===== src/csq_pkg.sv =====
`default_nettype none

package csq_pkg;

    // defaults and fixed field widths
    localparam int MAX_TASKS_DEF = 16;
    localparam int COUNT_W       = 8;
    localparam int TASK_W        = 4;
    localparam int OP_W          = 2;
    localparam int STATUS_W      = 3;
    localparam int CFG_IDX_W     = 1;

    // operation codes
    localparam logic [OP_W-1:0] OP_TRY_TAKE = 2'd0;
    localparam logic [OP_W-1:0] OP_TAKE     = 2'd1;
    localparam logic [OP_W-1:0] OP_GIVE     = 2'd2;

    // result status codes
    localparam logic [STATUS_W-1:0] STAT_TAKEN   = 3'd0;
    localparam logic [STATUS_W-1:0] STAT_UNAVAIL = 3'd1;
    localparam logic [STATUS_W-1:0] STAT_QUEUED  = 3'd2;
    localparam logic [STATUS_W-1:0] STAT_FULL    = 3'd3;
    localparam logic [STATUS_W-1:0] STAT_RAISED  = 3'd4;
    localparam logic [STATUS_W-1:0] STAT_WOKEN   = 3'd5;

    // register indexes
    localparam logic [CFG_IDX_W-1:0] CFG_COUNT_LIMIT = 1'd0;
    localparam logic [CFG_IDX_W-1:0] CFG_INIT_COUNT  = 1'd1;

    // reset values of the registers
    localparam logic [COUNT_W-1:0] COUNT_LIMIT_RST = 8'd1;
    localparam logic [COUNT_W-1:0] INIT_COUNT_RST  = 8'd0;

    typedef enum logic [0:0] {
        ST_IDLE,
        ST_EXEC
    } state_t;

endpackage

`default_nettype wire


===== src/csq_ram.sv =====
`default_nettype none

module csq_ram #(
    parameter int WIDTH = 4,
    parameter int DEPTH = 16
) (
    input  wire logic                     clk,
    input  wire logic                     we,
    input  wire logic [$clog2(DEPTH)-1:0] waddr,
    input  wire logic [WIDTH-1:0]         wdata,
    input  wire logic                     re,
    input  wire logic [$clog2(DEPTH)-1:0] raddr,
    output logic      [WIDTH-1:0]         rdata
);

    logic [WIDTH-1:0] mem [DEPTH];

    always_ff @(posedge clk)
    begin
        if (we)
        begin
            mem[waddr] <= wdata;
        end
        if (re)
        begin
            rdata <= mem[raddr];
        end
    end

endmodule

`default_nettype wire


===== src/counting_semaphore_wait_queue.sv =====
`default_nettype none

// channel   direction  handshake              payload
// command   in         start & !busy          opcode, task_id
// result    out        done (one-cycle pulse) status, woken_task, count_now, waiters_now
// config    in         cfg_we                 cfg_index, cfg_wdata
//
// each command is accepted in idle, which reads the head entry of the wait ring
// out of the ram; the exec state then decides and writes the ring and the counters back
// busy is high during exec; done pulses the cycle after it, when
// the next command may already be taken; no command is taken while busy is high
// the result cannot be held off by the receiver; done is high for one cycle
// reset loads a count limit of 1, init_count 0, count 0 and an empty ring;
// ring entries are never used before they are written, so no clearing pass

module counting_semaphore_wait_queue
    import csq_pkg::*;
#(
    parameter int MAX_TASKS = MAX_TASKS_DEF
) (
    input  wire logic                           clk,
    input  wire logic                           rst_n,
    // command
    input  wire logic                           start,
    output logic                                busy,
    input  wire logic [OP_W-1:0]                opcode,
    input  wire logic [TASK_W-1:0]              task_id,
    // result
    output logic                                done,
    output logic [STATUS_W-1:0]                 status,
    output logic [TASK_W-1:0]                   woken_task,
    output logic [COUNT_W-1:0]                  count_now,
    output logic [$clog2(MAX_TASKS + 1)-1:0]    waiters_now,
    // configuration
    input  wire logic                           cfg_we,
    input  wire logic [CFG_IDX_W-1:0]           cfg_index,
    input  wire logic [COUNT_W-1:0]             cfg_wdata
);

    localparam int IDX_W = $clog2(MAX_TASKS);
    localparam int CNT_W = $clog2(MAX_TASKS + 1);

    state_t state_reg, state_next;

    // latched command
    logic [OP_W-1:0]     op_reg;
    logic [TASK_W-1:0]   tid_reg;

    // registers and scalar state
    logic [COUNT_W-1:0]  limit_reg, limit_next;
    logic [COUNT_W-1:0]  init_count_reg, init_count_next;
    logic [COUNT_W-1:0]  count_reg, count_next;
    logic [IDX_W-1:0]    head_reg, head_next;
    logic [IDX_W-1:0]    tail_reg, tail_next;
    logic [CNT_W-1:0]    total_reg, total_next;

    // result registers
    logic                done_reg, done_next;
    logic [STATUS_W-1:0] status_reg, status_next;
    logic [TASK_W-1:0]   woken_reg, woken_next;

    // ring ram
    logic                ring_we;
    logic [TASK_W-1:0]   ring_rdata;

    logic                accept;
    logic [IDX_W-1:0]    head_inc, tail_inc;

    assign accept = start && (state_reg == ST_IDLE);

    // ring pointer wrap, any depth
    assign head_inc = (head_reg == IDX_W'(MAX_TASKS - 1)) ? '0 : head_reg + IDX_W'(1);
    assign tail_inc = (tail_reg == IDX_W'(MAX_TASKS - 1)) ? '0 : tail_reg + IDX_W'(1);

    // head entry is read on every accepted command; only a give uses it
    csq_ram #(
        .WIDTH (TASK_W),
        .DEPTH (MAX_TASKS)
    ) u_ring (
        .clk   (clk),
        .we    (ring_we),
        .waddr (tail_reg),
        .wdata (tid_reg),
        .re    (accept),
        .raddr (head_reg),
        .rdata (ring_rdata)
    );

    // next state
    always_comb
    begin
        state_next = state_reg;
        case (state_reg)
            ST_IDLE:
            begin
                if (start)
                begin
                    state_next = ST_EXEC;
                end
            end
            ST_EXEC:
            begin
                state_next = ST_IDLE;
            end
            default:
            begin
                state_next = ST_IDLE;
            end
        endcase
    end

    // semaphore update and result
    always_comb
    begin
        limit_next      = limit_reg;
        init_count_next = init_count_reg;
        count_next      = count_reg;
        head_next       = head_reg;
        tail_next       = tail_reg;
        total_next      = total_reg;
        ring_we         = 1'b0;
        done_next       = 1'b0;
        status_next     = status_reg;
        woken_next      = woken_reg;

        if (state_reg == ST_EXEC)
        begin
            done_next   = 1'b1;
            status_next = STAT_UNAVAIL;
            woken_next  = '0;
            case (op_reg)
                OP_TRY_TAKE:
                begin
                    if (count_reg != '0)
                    begin
                        count_next  = count_reg - COUNT_W'(1);
                        status_next = STAT_TAKEN;
                    end
                end
                OP_TAKE:
                begin
                    if (count_reg != '0)
                    begin
                        count_next  = count_reg - COUNT_W'(1);
                        status_next = STAT_TAKEN;
                    end
                    else if (total_reg == CNT_W'(MAX_TASKS))
                    begin
                        // ring full: caller dropped
                        status_next = STAT_FULL;
                    end
                    else
                    begin
                        ring_we     = 1'b1;
                        tail_next   = tail_inc;
                        total_next  = total_reg + CNT_W'(1);
                        status_next = STAT_QUEUED;
                    end
                end
                OP_GIVE:
                begin
                    if (total_reg != '0)
                    begin
                        woken_next  = ring_rdata;
                        head_next   = head_inc;
                        total_next  = total_reg - CNT_W'(1);
                        status_next = STAT_WOKEN;
                    end
                    else
                    begin
                        if (count_reg < limit_reg)
                        begin
                            count_next = count_reg + COUNT_W'(1);
                        end
                        status_next = STAT_RAISED;
                    end
                end
                default:
                begin
                    // unused code: no change
                    status_next = STAT_UNAVAIL;
                end
            endcase
        end

        // a register write reloads the count and empties the ring
        if (cfg_we)
        begin
            case (cfg_index)
                CFG_COUNT_LIMIT:
                begin
                    limit_next = (cfg_wdata == '0) ? COUNT_LIMIT_RST : cfg_wdata;
                end
                CFG_INIT_COUNT:
                begin
                    init_count_next = cfg_wdata;
                end
                default:
                begin
                    limit_next = limit_reg;
                end
            endcase
            count_next = (init_count_next > limit_next) ? limit_next
                                                        : init_count_next;
            head_next  = '0;
            tail_next  = '0;
            total_next = '0;
        end
    end

    always_ff @(posedge clk or negedge rst_n)
    begin
        if (!rst_n)
        begin
            state_reg      <= ST_IDLE;
            limit_reg      <= COUNT_LIMIT_RST;
            init_count_reg <= INIT_COUNT_RST;
            count_reg      <= INIT_COUNT_RST;
            head_reg       <= '0;
            tail_reg       <= '0;
            total_reg      <= '0;
            done_reg       <= 1'b0;
        end
        else
        begin
            state_reg      <= state_next;
            limit_reg      <= limit_next;
            init_count_reg <= init_count_next;
            count_reg      <= count_next;
            head_reg       <= head_next;
            tail_reg       <= tail_next;
            total_reg      <= total_next;
            done_reg       <= done_next;
        end
    end

    // payload registers
    always_ff @(posedge clk)
    begin
        if (accept)
        begin
            op_reg  <= opcode;
            tid_reg <= task_id;
        end
        status_reg <= status_next;
        woken_reg  <= woken_next;
    end

    assign busy        = (state_reg == ST_EXEC);
    assign done        = done_reg;
    assign status      = status_reg;
    assign woken_task  = woken_reg;
    // count and waiters settle in the same edge that raises done
    assign count_now   = count_reg;
    assign waiters_now = total_reg;

    // a result only follows an execute cycle
    assert property (@(posedge clk) disable iff (!rst_n)
        done_reg |-> $past(state_reg == ST_EXEC))
        else $error("result without execute cycle");

    // the ring never holds more than its depth
    assert property (@(posedge clk) disable iff (!rst_n)
        total_reg <= CNT_W'(MAX_TASKS))
        else $error("waiter total above ring depth");

    // count stays within its limit
    assert property (@(posedge clk) disable iff (!rst_n)
        count_reg <= limit_reg)
        else $error("count above its limit");

    // an accepted command is executed in the next cycle
    assert property (@(posedge clk) disable iff (!rst_n)
        accept |=> (state_reg == ST_EXEC))
        else $error("accepted command not executed");

    // waking a waiter leaves the count alone
    assert property (@(posedge clk) disable iff (!rst_n)
        (done_reg && status_reg == STAT_WOKEN) |-> $stable(count_reg))
        else $error("count changed on wake");

endmodule

`default_nettype wire

===== config.mk =====
export PLATFORM = sky130hd
export DESIGN_NAME = counting_semaphore_wait_queue
export DESIGN_NICKNAME = d
export VERILOG_FILES = /design/src/csq_pkg.sv /design/src/csq_ram.sv /design/src/counting_semaphore_wait_queue.sv
export SDC_FILE = /design/constraint.sdc
export NUM_CORES = 1
export LEC_CHECK = 0
export ABC_AREA = 0
export BUFFER_PORTS_ARGS = -buffer_cell sky130_fd_sc_hd__clkbuf_2
export CORE_ASPECT_RATIO = 0.8
export CORE_MARGIN = 2
export CORE_UTILIZATION = 26
export DETAILED_ROUTE_END_ITERATION = 16
export PLACE_DENSITY = 0.4
export SYNTH_ARGS = -nofsm -noshare
export SYNTH_HDL_FRONTEND = slang
export SYNTH_SLANG_ARGS = --single-unit

===== constraint.sdc =====
create_clock -name clk -period 3 [get_ports clk]
set_input_delay 0 -clock clk [delete_from_list [all_inputs] [get_ports clk]]
set_output_delay 0 -clock clk [all_outputs]
set_load 0.01 [all_outputs]

==> results of run 1 <==
power breakdown:
group	leakage (nW)	switching (W)	internal, W
sequential	1.21	0.000149	0.00188
combinational	1.29	0.000558	0.000432
clock	0.263	0.000724	0.00121
cell usage after synthesis, types with 3 or more instances:
cell	instances
mux2_2	4
nor2b_1	7
clkbuf_1	8
xnor2_1	5
nor3_1	3
nand3_1	7
inv_1	25
nor2_1	29
o311ai_0	3
a22oi_1	4
a21oi_1	47
and2_2	5
buf_2	6
and2_1	16
and3_1	5
nand4_1	3
nand2_1	23
dfrtp_1	38
mux2i_1	32
ha_1	29
edfxtp_1	81
o21ai_0	25
xor2_1	6
a221oi_1	5
a21o_1	4
mux4_2	8
worst paths after layout:
check	cells after the start	slack, ns	from	end
max	8	0.41	op_reg[0]$_DFFE_PP_	count_now[6]$_DFFE_PN0P_
min	3	0.03	cfg_wdata[0]	init_count_reg[0]$_DFFE_PN0P_
max reg2reg	8	0.41	op_reg[0]$_DFFE_PP_	count_now[6]$_DFFE_PN0P_
min reg2reg	2	0.52	limit_reg[0]$_DFFE_PN1P_	limit_reg[0]$_DFFE_PN1P_
max in group asynchronous	2	1.97	rst_n	done$_DFF_PN0_
min in group asynchronous	2	0.33	rst_n	init_count_reg[4]$_DFFE_PN0P_
layer usage:
layer | global-route usage, % | routed length [µm]
met5 | 0 | 0
met4 | 3.72 | 145
met3 | 3.33 | 555
met2 | 16.6 | 5530
met1 | 18.2 | 7630
tightest hold or removal path: stages:
cell and delay (ns):
clkbuf_2 0.10, mux2i_1 0.13, a21oi_1 0.16
cell type report:
class | instances | area (µm²) | share of cell area [%]
clock buffer | 19 | 433 | 6.01
clock inverter | 13 | 130 | 1.81
inverter | 27 | 101 | 1.41
multi-input combinational | 312 | 2380 | 33.1
sequential | 120 | 3410 | 47.3
tap | 306 | 383 | 5.31
timing repair buffer | 58 | 365 | 5.07
metrics by stage:
stage	area [µm²]	hold slack, ns	setup WS, ns	util, %	instances
final	7210	0.0283	0.412	31.9	855
after global routing	7210	0.0132	0.197	31.9	855
after CTS	7210	0.00865	0.412	31.9	855
after detailed placement	6520	0.179	0.303	28.9	811
after global placement	6520	0.182	0.329	28.9	811
after floorplan	5980	-0.296	0.575	-	477
cells by family (layout without fill, tap and decap cells):
group	Yosys count	count (layout)	synth area share, %
simple gates	117	117	10.7
mux	44	44	9.12
compound gates	109	109	11.6
xor+xnor	11	11	1.61
fa+ha+maj	31	31	6.73
buf+inv	45	117	3.20
flops	120	120	57.0
repair_timing:
action,4_1_cts,5_1_grt
hold endpoints to repair,50,0
hold buffers,12,0
resized for setup,0,0
==> impl_metrics.py, run 1 <==
metrics = {
    "layout": {
        "nets": 586,
        "antenna_cells": 0,
        "n_fill_cell": 2271,
        "regMostFlops": "u_ring.mem",
        "largest_register_ffs": 64,
        "area_delta_synth_final_pct": 20.4,
        "final_cell_mix": "edfxtp_1, a21oi_1, clkbuf_2, dfrtp_1, mux2i_1",
        "drive_gt1_share_pct": 20.2,
        "layout_commonest_cell": "edfxtp_1",
    },
    "clock_network": {
        "clk_pin_slew_worst_paths_ns": 0.06,
        "h-tree-depth": 4,
        "numCtsBuffers": 17,
        "clock_sinks": 120,
        "cts_tree": "built",
        "cts_setup_buffers": 0,
        "clkLatencyLatePin_ns": 0.41,
        "cts_buffer_depth": 2,
        "cts-root-buf": "clkbuf_16",
    },
    "placed_design": {
        "dpl.hpwl_mm": 9.84,
        "portBuffers": 40,
        "gp_congestion": 0.789,
    },
    "global_routing": {
        "grt_usage_pct": 12.1,
        "grt_overflow": 0,
        "antenna_found_initial": 0,
        "grt_pass1_wl_mm": 22.2,
        "grt_max_degree": 54,
        "grt_pass1_vias": 3844,
    },
    "die": {
        "row_count": 49,
        "die-area_mm2": 0.0243,
        "initial_core_util_pct": 26.5,
        "die_w_um": 174,
        "core_mm2": 0.0226,
        "ios": 41,
        "dieHeight_um": 140,
    },
    "yosys": {
        "yosysSeqAreaShare_pct": 57.0,
        "synth_flop_cell": "edfxtp_1",
        "yosysUniqueCellTypes": 62,
        "synthesis.area_mm2": 0.00598,
        "syn_avg_cell_area_um2": 12.5,
        "synth_top_area_share_pct": 40.6,
        "synth_area_leader_cell": "edfxtp_1",
        "synth_edf_count": 81,
        "async_reset_ff_share_pct": 32.5,
        "ys_warn_count": 0,
        "synth_fp_nets": 527,
        "syn_inst": 477,
        "synthTopCellsByArea": "edfxtp_1, dfrtp_1, ha_1",
        "ys_ff_latch": 120,
    },
    "timing": {
        "tightest_slew_ns": 1.11,
        "rsz0062_at_grt": "no",
        "finalCritPeriodShare_pct": 86.3,
        "min_period_ns": 2.59,
        "finalHoldViolations": 0,
        "drv_slew": 0,
        "fin_setup_tns_ns": 0,
        "slew-limit-headroom_pct": 26.2,
        "setup_viol": 0,
        "fmax_ghz": 0.386,
        "fin_skew_ns": 0.00817,
    },
    "route": {
        "first_pass_iters": 7,
        "routed_wl_mm": 13.9,
        "drt_iter0_drc": 293,
        "num_vias": 3874,
        "drt_drc_violations_left": 0,
        "avgViaCountPerCell": 4.53,
        "ant_nets": 0,
        "post_drt_wl_per_cell_um": 16.2,
    },
    "worst_setup_path": {
        "cpMaxStageDelayCell": "fa_1",
        "cp-start-kind": "flip-flop",
        "critPathMostFrequentCell": "a21oi_1",
        "endpoint_kind": "flip-flop",
        "crit_path_cell_trace": "nand2b_1 > fa_1 > a21o_1 > a21oi_1 > o21ai_0 > a21oi_1 > xnor2_1 > a221o_1",
        "crit_required_ns": 3.29,
        "cp_max_fo": 9,
        "worst_path_largest_cell_delay_ns": 0.51,
        "critPathKind": "flip-flop to flip-flop",
        "crit_buf_inv": 0,
        "cp_top_family": "compound AO/OA/AOI/OAI gates",
        "cp.arrival_ns": 2.88,
    },
    "pwr": {
        "power_w": 0.00496,
        "powerDensity_mw_per_mm2": 688,
        "vdd_drop_max_uv": 402,
        "leakagePower_nw": 2.75,
    },
    "run": {
        "cap_viol_max_count": 0,
    },
    "hold_path": {
        "hold_class": "input pin to flip-flop",
    },
    "run_status": {
        "outcome": "complete, no violations",
    },
}
(Power assumes the default switching activity.)
==> run 2, diff against run 1 <==
Settings changed: CTS_BUF_LIST from default to sky130_fd_sc_hd__clkbuf_8.
Clock period 3 ns to 2.5 ns, I/O delays scaled along.
==> impl_metrics.py, run 2 (synthesis results as in run 1) <==
metrics = {
    "global_routing": {
        "grt_overflow": 0,
        "grt_usage_pct": 12.3,
        "grt_pass1_vias": 3952,
        "grt_max_degree": 54,
        "antenna_found_initial": 0,
        "grt_pass1_wl_mm": 22.8,
    },
    "die": {
        "die-area_mm2": 0.0243,
        "ios": 41,
        "core_mm2": 0.0226,
        "dieHeight_um": 140,
        "row_count": 49,
        "initial_core_util_pct": 26.5,
        "die_w_um": 174,
    },
    "timing": {
        "fin_skew_ns": 0.0149,
        "fmax_ghz": 0.419,
        "min_period_ns": 2.39,
        "setup_viol": 0,
        "rsz0062_at_grt": "no",
        "finalHoldViolations": 0,
        "slew-limit-headroom_pct": 54.4,
        "drv_slew": 0,
        "timing.final.ws_setup_ns": 0.114,
        "finalCritPeriodShare_pct": 95.4,
        "tightest_slew_ns": 0.685,
    },
    "worst_setup_path": {
        "cp_max_fo": 5,
        "cpMaxStageDelayCell": "or4_4",
        "critPathKind": "flip-flop to flip-flop",
        "crit_buf_inv": 0,
        "crit_required_ns": 2.62,
        "crit_path_cell_trace": "or4_4 > nor2_4 > and3_1 > nor3b_2 > and2_1",
        "worst_path_largest_cell_delay_ns": 0.59,
        "cp_top_family": "simple AND/OR/NAND/NOR gates",
        "reg2reg_depth": 5,
        "cp-start-kind": "flip-flop",
        "critical_path_depth": 5,
        "endpoint_kind": "flip-flop",
        "cp.arrival_ns": 2.50,
    },
    "layout": {
        "final_cell_mix": "edfxtp_1, a21oi_1, clkbuf_2, dfrtp_1, buf_4",
        "nets": 618,
        "n_fill_cell": 2304,
        "regMostFlops": "u_ring.mem",
        "largest_register_ffs": 64,
        "drive_gt1_share_pct": 25.5,
        "antenna_cells": 0,
        "final_cells": 887,
        "area_delta_synth_final_pct": 22.3,
        "final_util_pct": 32.5,
        "layout_commonest_cell": "edfxtp_1",
    },
    "run_status": {
        "outcome": "complete, no violations",
    },
    "route": {
        "num_vias": 3948,
        "avgViaCountPerCell": 4.45,
        "first_pass_iters": 4,
        "drt_iter0_drc": 187,
        "drt_drc_violations_left": 0,
        "post_drt_wl_per_cell_um": 16.2,
        "ant_nets": 0,
        "routed_wl_mm": 14.4,
    },
    "pwr": {
        "switching_share_pct": 31.2,
        "clock_power_share_pct": 31.3,
        "leakagePower_nw": 2.84,
        "cell_internal_pwr_w": 0.00378,
        "p_comb_share_pct": 24.8,
        "powerDensity_mw_per_mm2": 750,
        "vdd_drop_max_uv": 284,
        "sequentialPowerShare_pct": 43.9,
        "p_sw_w": 0.00172,
    },
    "clock_network": {
        "clkLatencyLatePin_ns": 0.43,
        "clk_pin_slew_worst_paths_ns": 0.08,
        "cts_tree": "built",
        "cts_buffer_depth": 2,
        "cts-root-buf": "clkbuf_8",
        "clock_sinks": 120,
        "h-tree-depth": 4,
        "numCtsBuffers": 17,
    },
    "run": {
        "cap_viol_max_count": 0,
    },
    "placed_design": {
        "placed_cells": 839,
        "portBuffers": 40,
        "place_ws_ns": -0.129,
        "gp_congestion": 0.756,
        "dpl.hpwl_mm": 10.4,
    },
    "hold_path": {
        "worstHoldPathCells": 4,
        "hold_class": "input pin to flip-flop",
    },
}
==> run 2: worst paths after layout <==
path	to	slack (ns)	startpoint
worst max-delay path	u_ring.mem[3][3]$_DFFE_PP_	0.11	count_now[1]$_DFFE_PN0P_
worst min-delay path	limit_reg[5]$_DFFE_PN0P_	0.08	cfg_wdata[5]
worst max register to register	u_ring.mem[3][3]$_DFFE_PP_	0.11	count_now[1]$_DFFE_PN0P_
worst min register to register	woken_task[2]$_SDFFCE_PN0P_	0.53	u_ring.rdata[2]$_DFFE_PP_
max in group asynchronous	limit_reg[2]$_DFFE_PN0P_	0.88	rst_n
min in group asynchronous	tail_reg[2]$_DFFE_PN0P_	0.47	rst_n
==> run 2: area by class of cell <==
| cell class | count | area [µm²] | share of cell area (%) |
|---|---|---|---|
| multi-input combinational | 312 | 2410 | 32.9 |
| inverter | 27 | 101 | 1.38 |
| clock inverter | 15 | 154 | 2.10 |
| sequential | 120 | 3410 | 46.6 |
| tap | 306 | 383 | 5.23 |
| timing repair buffer | 90 | 628 | 8.58 |
| clock buffer | 17 | 234 | 3.20 |
==> run 2: power groups by stage <==
stage	clock (W)	sequential (W)	combinational (W)
final	0.00172	0.00241	0.00136
after global placement	0	0.00245	0.00133
after floorplan	0	0.00246	0.000773
after CTS	0.00178	0.00241	0.00136
after detailed placement	0	0.00245	0.00133
after global routing	0.00188	0.00243	0.00152
==> run 2: what timing repair did <==
item | in CTS | in global routing
resized for setup | 0 | 10
hold buffers | 16 | 0
pin swaps | 0 | 3
setup buffers | 0 | 0
setup endpoints to repair | 2 | 7
hold endpoints to repair | 51 | 0
==> run 2: worst register-to-register path, delay by kind of cell (launching register included) <==
kind | cells | cell delay [ns]
and+or+nand+nor | 5 | 1.60
DFF | 1 | 0.47
==> run 2: layer usage <==
metal	track usage, %	part of all wire, %
met3	3.25	3.3
met1	19.1	56
met5	0	0
met2	16.9	40
met4	3.05	0.63
==> run 2: through the flow <==
step / total power [W] / setup TNS, ns / hold slack [ns] / area [µm²]
floorplan: 0.00323 / 0 / -0.296 / 5980
global placement: 0.00377 / -0.324 / -0.0810 / 6750
detailed placement: 0.00378 / -0.256 / -0.0790 / 6750
CTS: 0.00555 / -0.0903 / 0.0452 / 7290
global route: 0.00583 / 0 / 0.0924 / 7320
finish: 0.00549 / 0 / 0.0807 / 7320
==> run 3, diff against run 2 <==
Settings changed: CORE_MARGIN 2 to default.
==> impl_metrics.py, run 3 (synthesis results as in run 1) <==
metrics = {
    "run_status": {
        "outcome": "complete, no violations",
    },
    "timing": {
        "rsz0062_at_grt": "yes",
        "slew-limit-headroom_pct": 26.8,
        "fin_skew_ns": 0.0139,
        "drv_slew": 0,
        "tightest_slew_ns": 1.10,
        "setup_viol": 0,
        "fmax_ghz": 0.415,
        "fin_setup_tns_ns": 0,
        "finalCritPeriodShare_pct": 96.4,
        "min_period_ns": 2.41,
        "finalHoldViolations": 0,
    },
    "clock_network": {
        "clock_sinks": 120,
        "cts_setup_buffers": 0,
        "cts_tree": "built",
        "h-tree-depth": 4,
        "cts-root-buf": "clkbuf_8",
        "numCtsBuffers": 17,
        "clk_pin_slew_worst_paths_ns": 0.07,
        "clkLatencyLatePin_ns": 0.43,
        "cts_buffer_depth": 2,
    },
    "worst_setup_path": {
        "cp_max_fo": 5,
        "critPathKind": "flip-flop to flip-flop",
        "r2r_start": "count_now[1]$_DFFE_PN0P_",
        "r2r-end": "u_ring.mem[3][0]$_DFFE_PP_",
        "crit_required_ns": 2.62,
        "rrSetupSlack_ns": 0.09,
        "cp-start-kind": "flip-flop",
        "endpoint_kind": "flip-flop",
        "reg2reg_depth": 5,
        "cp.arrival_ns": 2.53,
    },
    "die": {
        "core_mm2": 0.0225,
        "die-area_mm2": 0.0236,
        "initial_core_util_pct": 26.6,
        "dieHeight_um": 138,
        "die_w_um": 172,
        "row_count": 49,
        "ios": 41,
    },
    "placed_design": {
        "gp_congestion": 0.778,
        "dpl.hpwl_mm": 10.2,
        "portBuffers": 40,
        "placed_cells": 836,
    },
    "global_routing": {
        "met3_usage_pct": 3.22,
        "grt_pass1_wl_mm": 22.3,
        "antenna_found_initial": 0,
        "grt_usage_pct": 12.8,
        "grtUsageMet2_pct": 18.1,
        "grt.busiest_layer": "met1",
        "grt_pass1_vias": 3928,
        "met1_usage_pct": 19.2,
        "grt_overflow": 0,
        "grt_max_degree": 54,
    },
    "route": {
        "num_vias": 3960,
        "ant_nets": 0,
        "drt_iter0_drc": 251,
        "post_drt_wl_per_cell_um": 16.0,
        "drt_drc_violations_left": 0,
        "first_pass_iters": 5,
        "routed_wl_mm": 14.1,
        "avgViaCountPerCell": 4.49,
    },
    "hold_path": {
        "hold_class": "input pin to flip-flop",
        "hold_start": "cfg_wdata[2]",
        "hold_end": "limit_reg[2]$_DFFE_PN0P_",
        "worstHoldPathCells": 3,
    },
    "layout": {
        "final_cell_mix": "edfxtp_1, a21oi_1, clkbuf_2, dfrtp_1",
        "final_cells": 881,
        "drive_gt1_share_pct": 25.4,
        "antenna_cells": 0,
        "n_fill_cell": 2265,
        "largest_register_ffs": 64,
        "regMostFlops": "u_ring.mem",
        "layout_commonest_cell": "edfxtp_1",
        "nets": 612,
        "area_delta_synth_final_pct": 22.5,
    },
    "run": {
        "cap_viol_max_count": 0,
    },
    "pwr": {
        "vdd_drop_max_uv": 287,
        "powerDensity_mw_per_mm2": 786,
        "leakagePower_nw": 2.85,
    },
}
-- run 3: cell types whose count changed in the layout (fill, tap and decap cells not counted), sizes merged --
cell,delta
buf,-3
bufinv,+3
clkinv,-2
clkinvlp,-2
dlygate4sd3,-3
inv,+1
-- run 3: worst max-delay path, stage by stage, from the launching register on --
cell and delay (ns):
dfrtp_1 0.45, or4_4 0.59, nor2_4 0.12, and3_1 0.37, nor3b_2 0.30, and2_1 0.27
-- run 3: worst max-delay path by stage --
stage | start | to | slack (ns) | cells past startpoint
floorplan | cfg_index | count_now[2]$_DFFE_PN0P_ | 0.07 | 11
global placement | cfg_index | count_now[5]$_DFFE_PN0P_ | -0.17 | 11
detailed placement | cfg_index | count_now[4]$_DFFE_PN0P_ | -0.18 | 11
CTS | limit_reg[1]$_DFFE_PN0P_ | count_now[5]$_DFFE_PN0P_ | 0.007 | 9
global route | init_count_reg[1]$_DFFE_PN0P_ | count_now[5]$_DFFE_PN0P_ | -0.01 | 11
finish | count_now[1]$_DFFE_PN0P_ | u_ring.mem[3][0]$_DFFE_PP_ | 0.09 | 5
-- run 3: metal layers --
layer  share of wire, %  wire, µm  vias to the layer above
met5                  0         0                        -
met4               0.67        94                        0
met3                3.1       439                        5
met2                 41      5760                       63
met1                 55      7820                     1952
li1                   -         -                     1940
-- run 3: timing repair --
action	CTS	global route
resized for setup	2	10
endpoints found under the hold margin	50	0
endpoints found under the setup margin	2	8
hold buffers	13	0
-- run 3: cell type report --
class,instances,area [µm²],area share [%]
multi-input combinational,312,2410,32.9
clock inverter,15,224,3.06
clock buffer,17,234,3.19
timing repair buffer,84,563,7.68
inverter,27,101,1.38
sequential,120,3410,46.5
tap,306,383,5.22
-- run 3: report_power, final --
group / leakage, nW / internal [W] / switching, W
clock: 0.227 / 0.00119 / 0.000827
sequential: 1.21 / 0.00226 / 0.000151
combinational: 1.42 / 0.000605 / 0.000724
-- run 3: stage by stage --
| stage | instance area, µm² | setup slack (ns) | power (W) | hold slack, ns | utilization (%) |
|---|---|---|---|---|---|
| after floorplan | 5980 | 0.0748 | 0.00323 | -0.296 | - |
| after global placement | 6710 | -0.174 | 0.00374 | 0.180 | 29.8 |
| after global routing | 7330 | -0.0115 | 0.00611 | 0.0575 | 32.6 |
| after CTS | 7300 | 0.00728 | 0.00582 | 0.00789 | 32.4 |
| after detailed placement | 6710 | -0.182 | 0.00375 | 0.182 | 29.8 |
| final | 7330 | 0.0900 | 0.00576 | 0.0392 | 32.6 |
